File: config.mk
export PLATFORM = sky130hd
export DESIGN_NAME = fgl_slot_unit
export DESIGN_NICKNAME = d
export VERILOG_FILES = /design/src/hw/rtl/face_group_labeler_defines.svh /design/src/hw/rtl/fgl_pkg.sv /design/src/hw/rtl/fgl_slot_unit.sv
export SDC_FILE = /design/constraint.sdc
export NUM_CORES = 1
export LEC_CHECK = 0
export BUFFER_PORTS_ARGS = -buffer_cell sky130_fd_sc_hd__buf_4
export CELL_PAD_IN_SITES_DETAIL_PLACEMENT = 1
export CELL_PAD_IN_SITES_GLOBAL_PLACEMENT = 1
export CORE_UTILIZATION = 30
export DETAILED_ROUTE_END_ITERATION = 10
export PLACE_DENSITY_LB_ADDON = 0.08
export SLEW_MARGIN = 20
export SYNTH_ARGS = -nofsm -noshare
export SYNTH_HDL_FRONTEND = slang
export SYNTH_SLANG_ARGS = --single-unit
File: constraint.sdc
create_clock -name aclk -period 1.8 [get_ports aclk]
set_clock_uncertainty 0.1 [all_clocks]
set_input_delay 0.54 -clock aclk [delete_from_list [all_inputs] [get_ports aclk]]
set_output_delay 0.54 -clock aclk [all_outputs]
set_load 0.03 [all_outputs]
File: src/hw/rtl/face_group_labeler_defines.svh
// Assertion helpers for the RTL file that checks itself, face_group_labeler.sv.
// Both macros sample on aclk and are switched off while aresetn is low.
`ifndef FACE_GROUP_LABELER_DEFINES_SVH
`define FACE_GROUP_LABELER_DEFINES_SVH

// The condition must hold at every clock edge outside reset.
`define FGL_ASSERT_ALWAYS(label, cond, msg) \
    label: assert property (@(posedge aclk) disable iff (!aresetn) (cond)) else $error(msg);

// When the trigger holds, the result must hold in the next clock cycle.
`define FGL_ASSERT_NEXT(label, trig, res, msg) \
    label: assert property (@(posedge aclk) disable iff (!aresetn) (trig) |=> (res)) \
        else $error(msg);

`endif

File: src/hw/rtl/fgl_pkg.sv
package fgl_pkg;

    // Field widths of the stream words.
    localparam int VERTEX_W   = 16;
    localparam int FACE_W     = 16;
    localparam int GROUP_ID_W = 12;
    localparam int S_TDATA_W  = 48;
    localparam int M_TDATA_W  = 32;

    // Vertex indices arrive with 16 bits, so no more entries than this are ever addressed.
    localparam int VERTEX_SPAN = 1 << VERTEX_W;

    // Default sizes.
    localparam int VERTEX_COUNT_DEF = 65536;
    localparam int GROUP_COUNT_DEF  = 4096;

    // Width of the mesh tag kept with every table entry.
    localparam int EPOCH_W = 8;

    function automatic int fgl_table_depth(input int vertex_count);
        return (vertex_count < VERTEX_SPAN) ? vertex_count : VERTEX_SPAN;
    endfunction

endpackage

File: src/hw/rtl/fgl_slot_unit.sv
// Reduces a vertex index to a table slot, one compare and subtract per cycle.
module fgl_slot_unit #(
    parameter int VERTEX_COUNT = fgl_pkg::VERTEX_COUNT_DEF
) (
    input  logic                                                      aclk,
    input  logic                                                      aresetn,
    input  logic                                                      start,
    input  logic [fgl_pkg::VERTEX_W-1:0]                              value,
    output logic                                                      ready,
    output logic                                                      done,
    output logic [$clog2(fgl_pkg::fgl_table_depth(VERTEX_COUNT))-1:0] slot
);
    import fgl_pkg::*;

    localparam int  DEPTH   = fgl_table_depth(VERTEX_COUNT);
    localparam int  AW      = $clog2(DEPTH);
    localparam bit  IS_POW2 = ((VERTEX_COUNT & (VERTEX_COUNT - 1)) == 0);
    localparam int  QMAX    = (VERTEX_SPAN + VERTEX_COUNT - 1) / VERTEX_COUNT;
    localparam int  STEPS   = (VERTEX_COUNT >= VERTEX_SPAN || IS_POW2) ? 0 : $clog2(QMAX);
    localparam int  SW      = (STEPS > 0) ? $clog2(STEPS + 1) : 1;
    localparam int  DW      = VERTEX_W + 2;
    localparam longint D0   = (STEPS > 0) ?
                              (longint'(VERTEX_COUNT) << (STEPS - 1)) : 64'd0;

    logic          busy_reg, busy_next;
    logic [SW-1:0] cnt_reg, cnt_next;
    logic [DW-1:0] rem_reg, rem_next;
    logic [DW-1:0] div_reg, div_next;

    assign done  = busy_reg && (cnt_reg == '0);
    assign ready = !busy_reg || done;
    assign slot  = rem_reg[AW-1:0];

    always_comb begin
        busy_next = busy_reg;
        cnt_next  = cnt_reg;
        rem_next  = rem_reg;
        div_next  = div_reg;
        if (start && ready) begin
            busy_next = 1'b1;
            cnt_next  = SW'(STEPS);
            rem_next  = DW'(value);
            div_next  = DW'(D0);
        end else if (busy_reg && cnt_reg != '0) begin
            // Restoring reduction: subtract the shifted modulus where it fits.
            if (rem_reg >= div_reg) begin
                rem_next = rem_reg - div_reg;
            end
            div_next = div_reg >> 1;
            cnt_next = cnt_reg - SW'(1);
        end else if (done) begin
            busy_next = 1'b0;
        end
    end

    always_ff @(posedge aclk) begin
        if (!aresetn) begin
            busy_reg <= 1'b0;
        end else begin
            busy_reg <= busy_next;
        end
    end

    always_ff @(posedge aclk) begin
        cnt_reg <= cnt_next;
        rem_reg <= rem_next;
        div_reg <= div_next;
    end

endmodule

==> results.md <==
* Int Pwr at 616 uW
* CTS tree: yes
* DRC Markers at 0
* CP max stage delay at 0.38 ns
* Final ANT Viol Nets at 0
* Synth top area share at 85.7%
* CP Capture Type: primary output
* Max Freq at 0.597 GHz
* Largest cells by area after synthesis: edfxtp_1 86%, dfxtp_1 7.1%, and2b_2 1.6%
* Tot GR Track Use at 10.8%
* Root buffer cell: clkbuf_4
* Hold Path Class: input port to register
* Post-synth top area cell: edfxtp_1
* Combinational power share at 14.2%
* Clock-pin slew on the worst setup and hold paths at 0.09 ns
* Slowest CP cell: dfxtp_1
* Register share of total power at 60.9%
* Synth-to-layout area growth at 59.8%
* WL/cell at 11.8 um
* Sequential area share after synthesis at 92.9%
* DR pass1 iterations at 1
* Slew Viols, Final at 0
* Share of layout cells above drive strength 1 at 64.6%
* Largest register FFs at 16
* Leak at 0.000379 uW
* CP arrival at 1.04 ns
* Grt ovf at 0
* Util after Layout at 51.3%
* Boundary pin count at 37
* Vias at 366
* Slew headroom at 87.0%
* Fill count at 192
* RR Startpoint: busy_reg
* Core ar. at 1750 sq um
* Number of DRC markers in iteration 0 at 0
* Syn nets at 43
* Final #Nets at 85
* Final GP Congestion at 0.673
* Die Area at 2050 sq um
* Worst Path Buf+Inv at 1
* Hold Crit Start: start
* Die H at 45.2 um
* Final worst path period share at 93.1%
* Routed vias/inst at 4.07
* CTS Hold Buffers Added at 0
* Post-Syn Area per Cell at 23.4 sq um
* Post-cts resize count at 0
* # rows at 15
* Cells after synthesis at 24
* Starting density of the core at 32.1%
* # port buffers at 36
* Htree depth at 1
* Max-Cap Viols at 0
* CTS sink cnt at 18
* CP required at 1.16 ns
* Pwr Density at 888 nW/um^2
* Antenna violations before repair at 0
* First-pass GRT wire length at 1450 um
* Final TNS setup at 0 ns
* Worst-path cell chain: and2b_2, buf_4
* Crit path max-delay family: flip-flops
* Number of synthesis warnings at 0
* Vias in the first global route at 322
* #FFs+latches synth at 18
* Syn Std Cell Area at 561 sq um
* Antenna cells at 0
* RSZ-0062 raised after global routing: false
* Cts bufs inserted at 3
* Largest net degree at the start of global routing at 17
* Post-CTS setup buffers at 0
* Crit start category: register
* Peak VDD IR at 347 uV
* Fin crit period at 1.68 ns
* Worst Setup SP: cnt_reg
* Outcome: completed
* Die width at 45.2 um
* Count of cell types in the netlist at 8
* Routed WL at 1070 um
* Worst-Skew Late Latency at 0.28 ns
* Critical path type: register to primary output
* Clock tree buffer depth at 2
* Hold Vio Cnt, Final at 0
* P_sw at 180 uW
* Tightest Pin Transition at 0.195 ns
* Clock share of power at 25.0%
* Setup-failing EPs final at 0
* Sw frac at 22.6%
* Crit path max fanout at 4
cells in the final DEF, fill, tap and decap left out, drive strengths merged:
| cell | Yosys | layout |
|---|---|---|
| nor3b | 1 | 1 |
| edfxtp | 16 | 16 |
| and2 | 1 | 1 |
| nor2b | 1 | 1 |
| a21oi | 1 | 1 |
| and2b | 1 | 1 |
| dfxtp | 2 | 2 |
| nand2 | 1 | 1 |
| buf | 0 | 37 |
| clkbuf | 0 | 4 |
synth_stat cells:
cell type / number
edfxtp_1: 16
dfxtp_1: 2
a21oi_1: 1
and2_1: 1
and2b_2: 1
nand2_2: 1
nor2b_1: 1
nor3b_1: 1
routing by layer:
metal  track usage (%)  share of wire (%)  up-vias  wire, um
met3              3.60                7.5        0        80
met4              5.45                  0        0         0
met5                 0                  0        -         0
met2              20.0                 60       19       643
li1                  -                  -      173         -
met1              10.5                 32      174       341
cell families after synthesis:
kind of cell	count (synthesis)	synth area share (%)
AOI/OAI and AO/OA	1	0.892
DFF	18	92.9
and+or+nand+nor	5	6.25
per-stage QoR:
stage	power [uW]	cell area (sq um)	setup slack [ns]	hold WS, ns	std cells
after global placement	606	870	0.421	0.390	86
after detailed placement	609	870	0.405	0.395	86
after global routing	832	896	0.0651	0.303	90
final	796	896	0.124	0.325	90
after CTS	811	896	0.102	0.313	90
after floorplan	545	561	0.350	0.352	24
worst register-to-register path: stages, from the launching register on:
cell     delay [ns]
dfxtp_1        0.35
nand2_2        0.08
and2_1         0.12
buf_4          0.22
power by group through the flow:
| stage | Clock (uW) | Sequential (uW) | Combinational [uW] |
|---|---|---|---|
| final | 199 | 485 | 113 |
| after CTS | 211 | 485 | 115 |
| after floorplan | 0 | 534 | 10.3 |
| after detailed placement | 0 | 495 | 115 |
| after global placement | 0 | 494 | 113 |
| after global routing | 227 | 487 | 118 |
area by class of cell:
type / instances / area [sq um] / area share (%)
Tap cell: 25 / 31.3 / 3.49
Timing Repair Buffer: 37 / 278 / 31.0
Multi-Input combinational cell: 6 / 40.0 / 4.47
Clock buffer: 4 / 26.3 / 2.93
Sequential cell: 18 / 520 / 58.1
worst paths after layout:
path | endpoint | slack (ns) | cells past startpoint
setup / recovery | done | 0.12 | 2
hold / removal | cnt_reg | 0.33 | 2
setup reg to reg | rem_reg[12] | 0.64 | 3
hold reg to reg | cnt_reg | 0.40 | 1
Note: power is estimated with default switching activity, not from simulation.
