<file path="src/hw/rtl/face_group_labeler_defines.svh">
// Assertion helpers for the RTL file that checks itself, face_group_labeler.sv.
// Both macros sample on aclk and are switched off while aresetn is low.
`ifndef FACE_GROUP_LABELER_DEFINES_SVH
`define FACE_GROUP_LABELER_DEFINES_SVH

// The condition must hold at every clock edge outside reset.
`define FGL_ASSERT_ALWAYS(label, cond, msg) \
    label: assert property (@(posedge aclk) disable iff (!aresetn) (cond)) else $error(msg);

// When the trigger holds, the result must hold in the next clock cycle.
`define FGL_ASSERT_NEXT(label, trig, res, msg) \
    label: assert property (@(posedge aclk) disable iff (!aresetn) (trig) |=> (res)) \
        else $error(msg);

`endif

</file>
<file path="src/hw/rtl/fgl_ram.sv">
module fgl_ram #(
    parameter int WIDTH = 8,
    parameter int DEPTH = 16
) (
    input  logic                     aclk,
    input  logic                     wr_en,
    input  logic [$clog2(DEPTH)-1:0] wr_addr,
    input  logic [WIDTH-1:0]         wr_data,
    input  logic [$clog2(DEPTH)-1:0] rd_addr,
    output logic [WIDTH-1:0]         rd_data
);

    logic [WIDTH-1:0] mem [0:DEPTH-1];
    logic [WIDTH-1:0] rd_data_reg;

    always_ff @(posedge aclk) begin
        if (wr_en) begin
            mem[wr_addr] <= wr_data;
        end
        rd_data_reg <= mem[rd_addr];
    end

    assign rd_data = rd_data_reg;

endmodule

</file>
<file path="config.mk">
export PLATFORM = sky130hd
export DESIGN_NAME = fgl_ram
export DESIGN_NICKNAME = d
export VERILOG_FILES = /design/src/hw/rtl/face_group_labeler_defines.svh /design/src/hw/rtl/fgl_ram.sv
export SDC_FILE = /design/constraint.sdc
export NUM_CORES = 1
export LEC_CHECK = 0
export ABC_CLOCK_PERIOD_IN_PS = 5800
export BUFFER_PORTS_ARGS = -buffer_cell sky130_fd_sc_hd__buf_2
export CORE_ASPECT_RATIO = 0.5
export CORE_MARGIN = 4
export CORE_UTILIZATION = 50
export CTS_BUF_LIST = sky130_fd_sc_hd__clkbuf_16
export DETAILED_ROUTE_END_ITERATION = 7
export PLACE_DENSITY = 0.67
export SLEW_MARGIN = 20
export SYNTH_ARGS = -nofsm -noshare
export SYNTH_HDL_FRONTEND = slang
export SYNTH_SLANG_ARGS = --single-unit
export TNS_END_PERCENT = 10
</file>
<file path="constraint.sdc">
create_clock -name aclk -period 5.8 [get_ports aclk]
set_input_delay 1.16 -clock aclk [delete_from_list [all_inputs] [get_ports aclk]]
set_output_delay 1.16 -clock aclk [all_outputs]
set_load 0.02 [all_outputs]
</file>
==> results of run 1 <==
## per-stage QoR
stage	std cells	hold slack [ns]	area, um^2
6_report	412	0.667	5960
5_1_grt	412	0.692	5960
4_1_cts	412	0.664	5960
3_5_place_dp	380	0.655	5380
3_3_place_gp	380	0.646	5370
2_1_floorplan	229	0.629	5150
## cells in the mapped netlist
cell,number
buf_2,3
nand3_1,1
and2b_1,1
mux4_1,14
nor2b_1,1
dfxtp_1,8
mux4_2,18
edfxtp_1,128
nor3_1,4
a22oi_1,16
buf_6,3
nand2_1,9
or3b_2,1
nor2_1,13
clkdlybuf4s25_2,3
buf_4,1
nand2b_1,2
and2_1,1
nand3b_1,2
## power breakdown
part	internal, mW	switching (mW)
Combinational	0.0393	0.0642
Sequential	1.10	0.00805
Clock	0.667	0.384
Total	1.81	0.456
## cells by family after synthesis
family,Yosys count,share of synthesized area (%)
AOI/OAI and AO/OA,16,2.33
and+or+nand+nor,35,3.18
DFF,136,77.8
muxes,32,15.0
buffers and inverters,10,1.68
## metal layers
layer  global-route usage [%]  up-vias
met2                     25.7       85
li1                         -     1048
met4                     6.18        0
met1                     26.4     1251
met5                        0        -
met3                     7.09       13
## path summary, 6_finish.rpt
path	slack, ns	cells past startpoint	startpoint	to
setup / recovery	3.01	4	rd_addr[0]	rd_data[1]
setup reg to reg	4.35	3	mem[8][1]	rd_data[1]
hold reg to reg	0.67	3	mem[14][0]	rd_data[0]
hold / removal	0.67	3	mem[14][0]	rd_data[0]
## tightest hold or removal path: stages, from the launching register on
cell	delay [ns]
edfxtp_1	0.31
mux4_2	0.22
a22oi_1	0.06
nand2_1	0.05
## area by class of cell
class / instances / area [um^2]
Clock buffer: 17 / 425
Fill cell: 646 / 3760
Clock inverter: 15 / 161
Sequential cell: 136 / 4000
Tap cell: 135 / 169
Timing Repair Buffer: 26 / 133
Multi-Input combinational cell: 83 / 1070
==> impl_metrics.yaml, run 1 <==
clocking:
  clk_pin_slew_ns: 0.06
  clock_sinks: 136
  insertion_delay_ns: 0.42
  post_cts_buffers: 0
  ctsResizeCount: 0
  clock_path_buffers: 2
  cts_tree: "yes"
  cts_buffers: 17
  ctsHoldBuffers: 0
  htree_levels: 4
  cts-root-buf: "clkbuf_16"
logic_synthesis:
  yosys.area.top_type: "edfxtp_1"
  synth_area_um2: 5150
  syn_inst: 229
  ys_ff_latch: 136
  synth_nets: 247
  syn_area_per_cell_um2: 22.5
  seq_area_frac_synth_pct: 77.8
  synth_warnings: 0
  synth_area_leaders: "edfxtp_1, mux4_2, mux4_1, dfxtp_1, a22oi_1"
  synth_top_area_share_pct: 74.7
  synth_cell_types: 19
timing:
  fin_crit_sh_pct: 48.2
  maxSlewViolCount: 0
  rsz0062_at_grt: "false"
  max-slew-margin-rel_pct: 29.7
  finalCriticalPeriod_ns: 2.79
  setup_slack_ns: 3.01
  clock_skew_ns: 0.00863
  fin_tns_setup_ns: 0
  fmax_mhz: 358
  setup_viol: 0
  final-hold-violation-count: 0
  tightest_slew_ns: 1.05
worst_setup_path:
  path_buf_inv: 1
  slowest_delay_ns: 0.78
  crit_family: "buffers and inverters"
  critPathArrivalTime_ns: 3.09
  start_kind: "primary input"
  crit_fanout: 32
  cp.required_ns: 6.10
  end_kind: "flip-flop"
  crit_slowest_cell: "buf_2"
  critical_path_class: "primary input to flip-flop"
  crit_path_cell_trace: "buf_2 -> mux4_1 -> a22oi_1 -> nand2_1"
floorplanning:
  die_x_um: 151
  io_pins: 26
  die_h_um: 79.7
  start_util_pct: 52.9
  rows: 25
  fp.dieArea_um2: 12100
  core_um2: 9730
power:
  p_leak_nw: 1.99
  peakVddDrop_mv: 0.256
  total_power_mw: 2.26
  power.density_nw_per_um2: 379
routing:
  wl_met2_mm: 4.52
  route.met3.wl_um: 642
  routed_wl_mm: 9.86
  drt_first_pass_iters: 5
  ant_nets: 0
  m1WireLength_mm: 4.61
  highest_layer: "met4"
  post_drt_wl_per_cell_um: 23.9
  drc: 0
  vias: 2397
  via_per_inst: 5.82
  first_iter_violations: 228
layout:
  n_antenna_cell: 0
  nets: 282
  largest_register_ffs: 128
  final_common_cell: "edfxtp_1"
  final_cell_mix: "edfxtp_1, buf_2, mux4_2, clkbuf_16, a22oi_1"
  drive_gt1_share_pct: 27.8
  syn2layout_area_growth_pct: 15.9
  post-route-util_pct: 61.3
global_routing:
  grt_pass1_vias: 2374
  grt_overflow: 0
  antenna_found_initial: 0
  grt_pass1_wl_mm: 15.0
  grt_usage_pct: 18.3
  grt_max_degree: 33
place:
  dp_hpwl_mm: 6.00
  routabilityCongestion: 0.754
  io_buffer_count: 25
  pre_cts_ws_ns: 2.55
min_path:
  min_path_type: "flip-flop to flip-flop"
run:
  maxCapViolations: 0
run_status:
  status: "finished, final reports clean"
(Power assumes the default switching activity.)
==> inputs of run 2 (changes only) <==
Settings changed: ABC_CLOCK_PERIOD_IN_PS 5800 to 2850.
Clock period 5.8 ns to 2.85 ns, I/O delays scaled along.
==> run 2 against run 1 <==
  * Sequential power grew 100%
  * Global-route usage rose by 0.45 points
  * Final area grew 2.1%
  * Largest cell class unchanged
  * Worst hold slack got worse by 0.11 ns
  * Critical endpoint unchanged
==> impl_metrics.yaml, run 2 (synthesis results as in run 1) <==
run_status:
  status: "finished, final reports clean"
routing:
  vias: 2475
  drt_first_pass_iters: 5
  via_per_inst: 5.81
  ant_nets: 0
  post_drt_wl_per_cell_um: 24.0
  routed_wl_mm: 10.2
  drc: 0
  first_iter_violations: 185
clocking:
  ctsHoldBuffers: 0
  clock_path_buffers: 2
  post_cts_buffers: 0
  insertion_delay_ns: 0.41
  cts_tree: "yes"
  htree_levels: 4
  clock_sinks: 136
  cts_buffers: 17
  ctsResizeCount: 0
  clk_pin_slew_ns: 0.06
  cts-root-buf: "clkbuf_16"
power:
  power.share.sequential_pct: 48.3
  p_sw_share_pct: 19.4
  p_clk_share_pct: 46.9
  power.density_nw_per_um2: 766
  p_sw_mw: 0.907
  peakVddDrop_mv: 0.503
  combPwrFrac_pct: 4.8
  p_leak_nw: 2.08
  internal-power_mw: 3.76
timing:
  tightest_slew_ns: 0.827
  final-hold-violation-count: 0
  setup_viol: 0
  rsz0062_at_grt: "false"
  fmax_mhz: 506
  maxSlewViolCount: 0
  clock_skew_ns: 0.00519
  fin_tns_setup_ns: 0
  max-slew-margin-rel_pct: 44.7
  fin_crit_sh_pct: 69.4
  holdWs_ns: 0.557
  finalCriticalPeriod_ns: 1.98
layout:
  final_common_cell: "edfxtp_1"
  syn2layout_area_growth_pct: 18.3
  largest_register_ffs: 128
  n_antenna_cell: 0
  fin_area_um2: 6090
  final-instance-count-excl-fill: 426
  drive_gt1_share_pct: 29.2
  final_cell_mix: "edfxtp_1, buf_2, mux4_2, clkbuf_16, a22oi_1"
  nets: 297
  fillers: 635
worst_setup_path:
  critical_path_class: "primary input to flip-flop"
  crit_fanout: 24
  start_kind: "primary input"
  critPathArrivalTime_ns: 2.24
  cp.required_ns: 3.11
  r2r_cells: 3
  end_kind: "flip-flop"
floorplanning:
  die_x_um: 151
  io_pins: 26
  start_util_pct: 52.9
  core_um2: 9730
  rows: 25
  die_h_um: 79.7
  fp.dieArea_um2: 12100
global_routing:
  antenna_found_initial: 0
  grt_pass1_wl_mm: 15.3
  grt_pass1_vias: 2492
  grt_usage_pct: 18.8
  grt_overflow: 0
  grt_max_degree: 25
min_path:
  whs_path_depth: 1
  min_path_type: "primary input to flip-flop"
place:
  dp_hpwl_mm: 6.35
  routabilityCongestion: 0.777
  io_buffer_count: 25
  place_area_um2: 5500
  dp.cells: 395
run:
  maxCapViolations: 0
[run 2: cell count changes in the layout (fill, tap and decap cells not counted), moves of 2 or more]
| cell | before | now |
|---|---|---|
| buf_4 | 1 | 14 |
| nor3_1 | 1 | 4 |
| nor3_2 | 3 | 0 |
| buf_12 | 0 | 2 |
| clkinv_1 | 2 | 4 |
| clkinv_4 | 2 | 0 |
| clkinvlp_4 | 3 | 1 |
[run 2: path summary, 6_finish.rpt]
check / slack (ns) / startpoint / endpoint
max: 0.87 / rd_addr[0] / rd_data[1]
min: 0.56 / wr_data[2] / mem[8][2]
max reg2reg: 1.35 / mem[9][1] / rd_data[1]
min reg2reg: 0.67 / mem[14][4] / rd_data[4]
[run 2: area by class of cell]
cell class / instances / area [um^2] / area share [%]
Sequential cell: 136 / 4000 / 65.7
Tap cell: 135 / 169 / 2.77
Clock buffer: 17 / 425 / 6.98
Timing Repair Buffer: 41 / 270 / 4.44
Multi-Input combinational cell: 83 / 1060 / 17.4
Clock inverter: 14 / 165 / 2.71
[run 2: stage by stage]
stage	util, %	power, mW	setup slack (ns)
final	62.6	4.67	0.872
after global routing	62.6	4.83	0.809
after CTS	62.6	4.70	0.879
after detailed placement	56.5	2.52	0.457
after global placement	56.5	2.51	0.510
after floorplan	-	2.42	0.787
[run 2: power groups by stage]
stage	combinational, mW	sequential (mW)	clock [mW]
2_1_floorplan	0.114	2.30	0
3_3_place_gp	0.220	2.29	0
4_1_cts	0.226	2.25	2.22
3_5_place_dp	0.224	2.29	0
6_report	0.223	2.25	2.19
5_1_grt	0.240	2.26	2.33
[run 2: per-layer routing]
layer | vias up | GRT usage (%) | part of all wire, %
li1 | 1075 | - | -
met1 | 1293 | 27.7 | 47
met2 | 93 | 26.7 | 45
met3 | 14 | 5.45 | 6.1
met4 | 0 | 6.99 | 1.3
met5 | - | 0 | 0
[run 2: worst max-delay path: stages]
cell and delay [ns]:
buf_2 0.29, buf_12 0.26, mux4_1 0.60, a22oi_1 0.34, nand2_1 0.15
==> inputs of run 3 (changes only) <==
Settings changed: ABC_CLOCK_PERIOD_IN_PS 2850 to 1650, PLACE_DENSITY 0.67 to 0.7.
Clock period 2.85 ns to 1.65 ns, I/O delays scaled along.
==> run 3 against run 2 <==
  * Die area unchanged
  * Largest power group unchanged
  * Via count down 2.0%
  * Final area decreased by 0.25%
  * Clock power grew 47%
  * Core utilization down 0.15 points
  * Critical path type is now flip-flop to flip-flop
  * Clock skew up 0.0025 ns
==> impl_metrics.yaml, run 3 (synthesis results as in run 1) <==
worst_setup_path:
  crit_path_cell_trace: "mux4_2 -> a22oi_1 -> nand2_1"
  r2r_cells: 3
  path_buf_inv: 0
  critical_path_class: "flip-flop to flip-flop"
  critPathArrivalTime_ns: 1.73
  end_kind: "flip-flop"
  start_kind: "flip-flop"
  crit_slowest_cell: "mux4_2"
  crit_fanout: 1
  cp.required_ns: 1.95
  crit_family: "multiplexers"
  path_depth: 3
  slowest_delay_ns: 0.48
routing:
  post_drt_wl_per_cell_um: 22.5
  ant_nets: 0
  drc: 0
  first_iter_violations: 195
  via_per_inst: 5.57
  routed_wl_mm: 9.77
  drt_first_pass_iters: 4
  vias: 2425
timing:
  rsz0062_at_grt: "false"
  maxSlewViolCount: 0
  tightest_slew_ns: 0.785
  setup_slack_ns: 0.220
  max-slew-margin-rel_pct: 47.6
  finalCriticalPeriod_ns: 1.43
  fmax_mhz: 699
  setup_viol: 0
  clock_skew_ns: 0.00768
  fin_crit_sh_pct: 86.7
  final-hold-violation-count: 0
layout:
  seq_area_um2: 4000
  multi_input_area_um2: 1060
  final_cell_mix: "edfxtp_1, buf_2, buf_4, mux4_2, clkbuf_16"
  nets: 305
  final_common_cell: "edfxtp_1"
  drive_gt1_share_pct: 29.7
  fin_area_um2: 6080
  largest_register_ffs: 128
  fillers: 655
  n_antenna_cell: 0
  syn2layout_area_growth_pct: 18.0
place:
  pre_cts_ws_ns: -0.247
  io_buffer_count: 25
  dp_hpwl_mm: 6.19
  place_area_um2: 5570
  routabilityCongestion: 0.768
global_routing:
  grt_overflow: 0
  grt_max_degree: 27
  antenna_found_initial: 0
  grt_pass1_wl_mm: 15.1
  grt_usage_pct: 18.5
  grt_pass1_vias: 2503
clocking:
  cts_buffers: 17
  cts_tree: "yes"
  clk_pin_slew_ns: 0.06
  ctsResizeCount: 0
  cts-root-buf: "clkbuf_16"
  clock_sinks: 136
  post_cts_buffers: 0
  ctsHoldBuffers: 0
  insertion_delay_ns: 0.42
  clock_path_buffers: 2
  htree_levels: 4
run:
  maxCapViolations: 0
power:
  p_leak_nw: 2.11
  peakVddDrop_mv: 0.730
  power.density_nw_per_um2: 1240
floorplanning:
  io_pins: 26
  core_um2: 9730
  die_x_um: 151
  start_util_pct: 52.9
  rows: 25
  die_h_um: 79.7
  fp.dieArea_um2: 12100
min_path:
  min_path_type: "primary input to flip-flop"
  whs_path_depth: 1
run_status:
  status: "finished, final reports clean"
## run 3: where the power goes
group | switching, mW | internal, mW | leakage [nW]
Sequential | 0.0245 | 3.87 | 1.22
Combinational | 0.225 | 0.161 | 0.607
Clock | 1.24 | 1.99 | 0.277
## run 3: per-layer routing
metal  vias up  part of all wire [%]  GRT usage (%)
met2        99                    46           26.1
met3         8                   9.0           6.41
met1      1228                    44           26.0
met5         -                     0              0
li1       1090                     -              -
met4         0                  0.92           8.51
## run 3: final timing paths
path         startpoint    endpoint  slack (ns)
min reg2reg  mem[14][6]  rd_data[6]        0.67
min          wr_data[5]   mem[4][5]        0.30
max           mem[2][7]  rd_data[7]        0.22
max reg2reg   mem[2][7]  rd_data[7]        0.22
## run 3: cell type report
class	count	share of cell area, %
clock buffers	17	7.00
clock inverters	15	1.40
multi-input cells	83	17.5
flip-flops and latches	136	65.9
well taps	135	2.78
repair buffers	49	5.44
## run 3: stage by stage
stage	instances	util (%)	power [mW]	TNS, ns	hold WS, ns
after floorplan	229	-	4.18	0	0.429
after global placement	403	57.2	4.34	-1.00	0.651
after detailed placement	403	57.2	4.35	-1.01	0.664
after CTS	435	62.5	7.58	0	0.278
after global routing	435	62.5	7.78	0	0.302
final	435	62.5	7.50	0	0.300
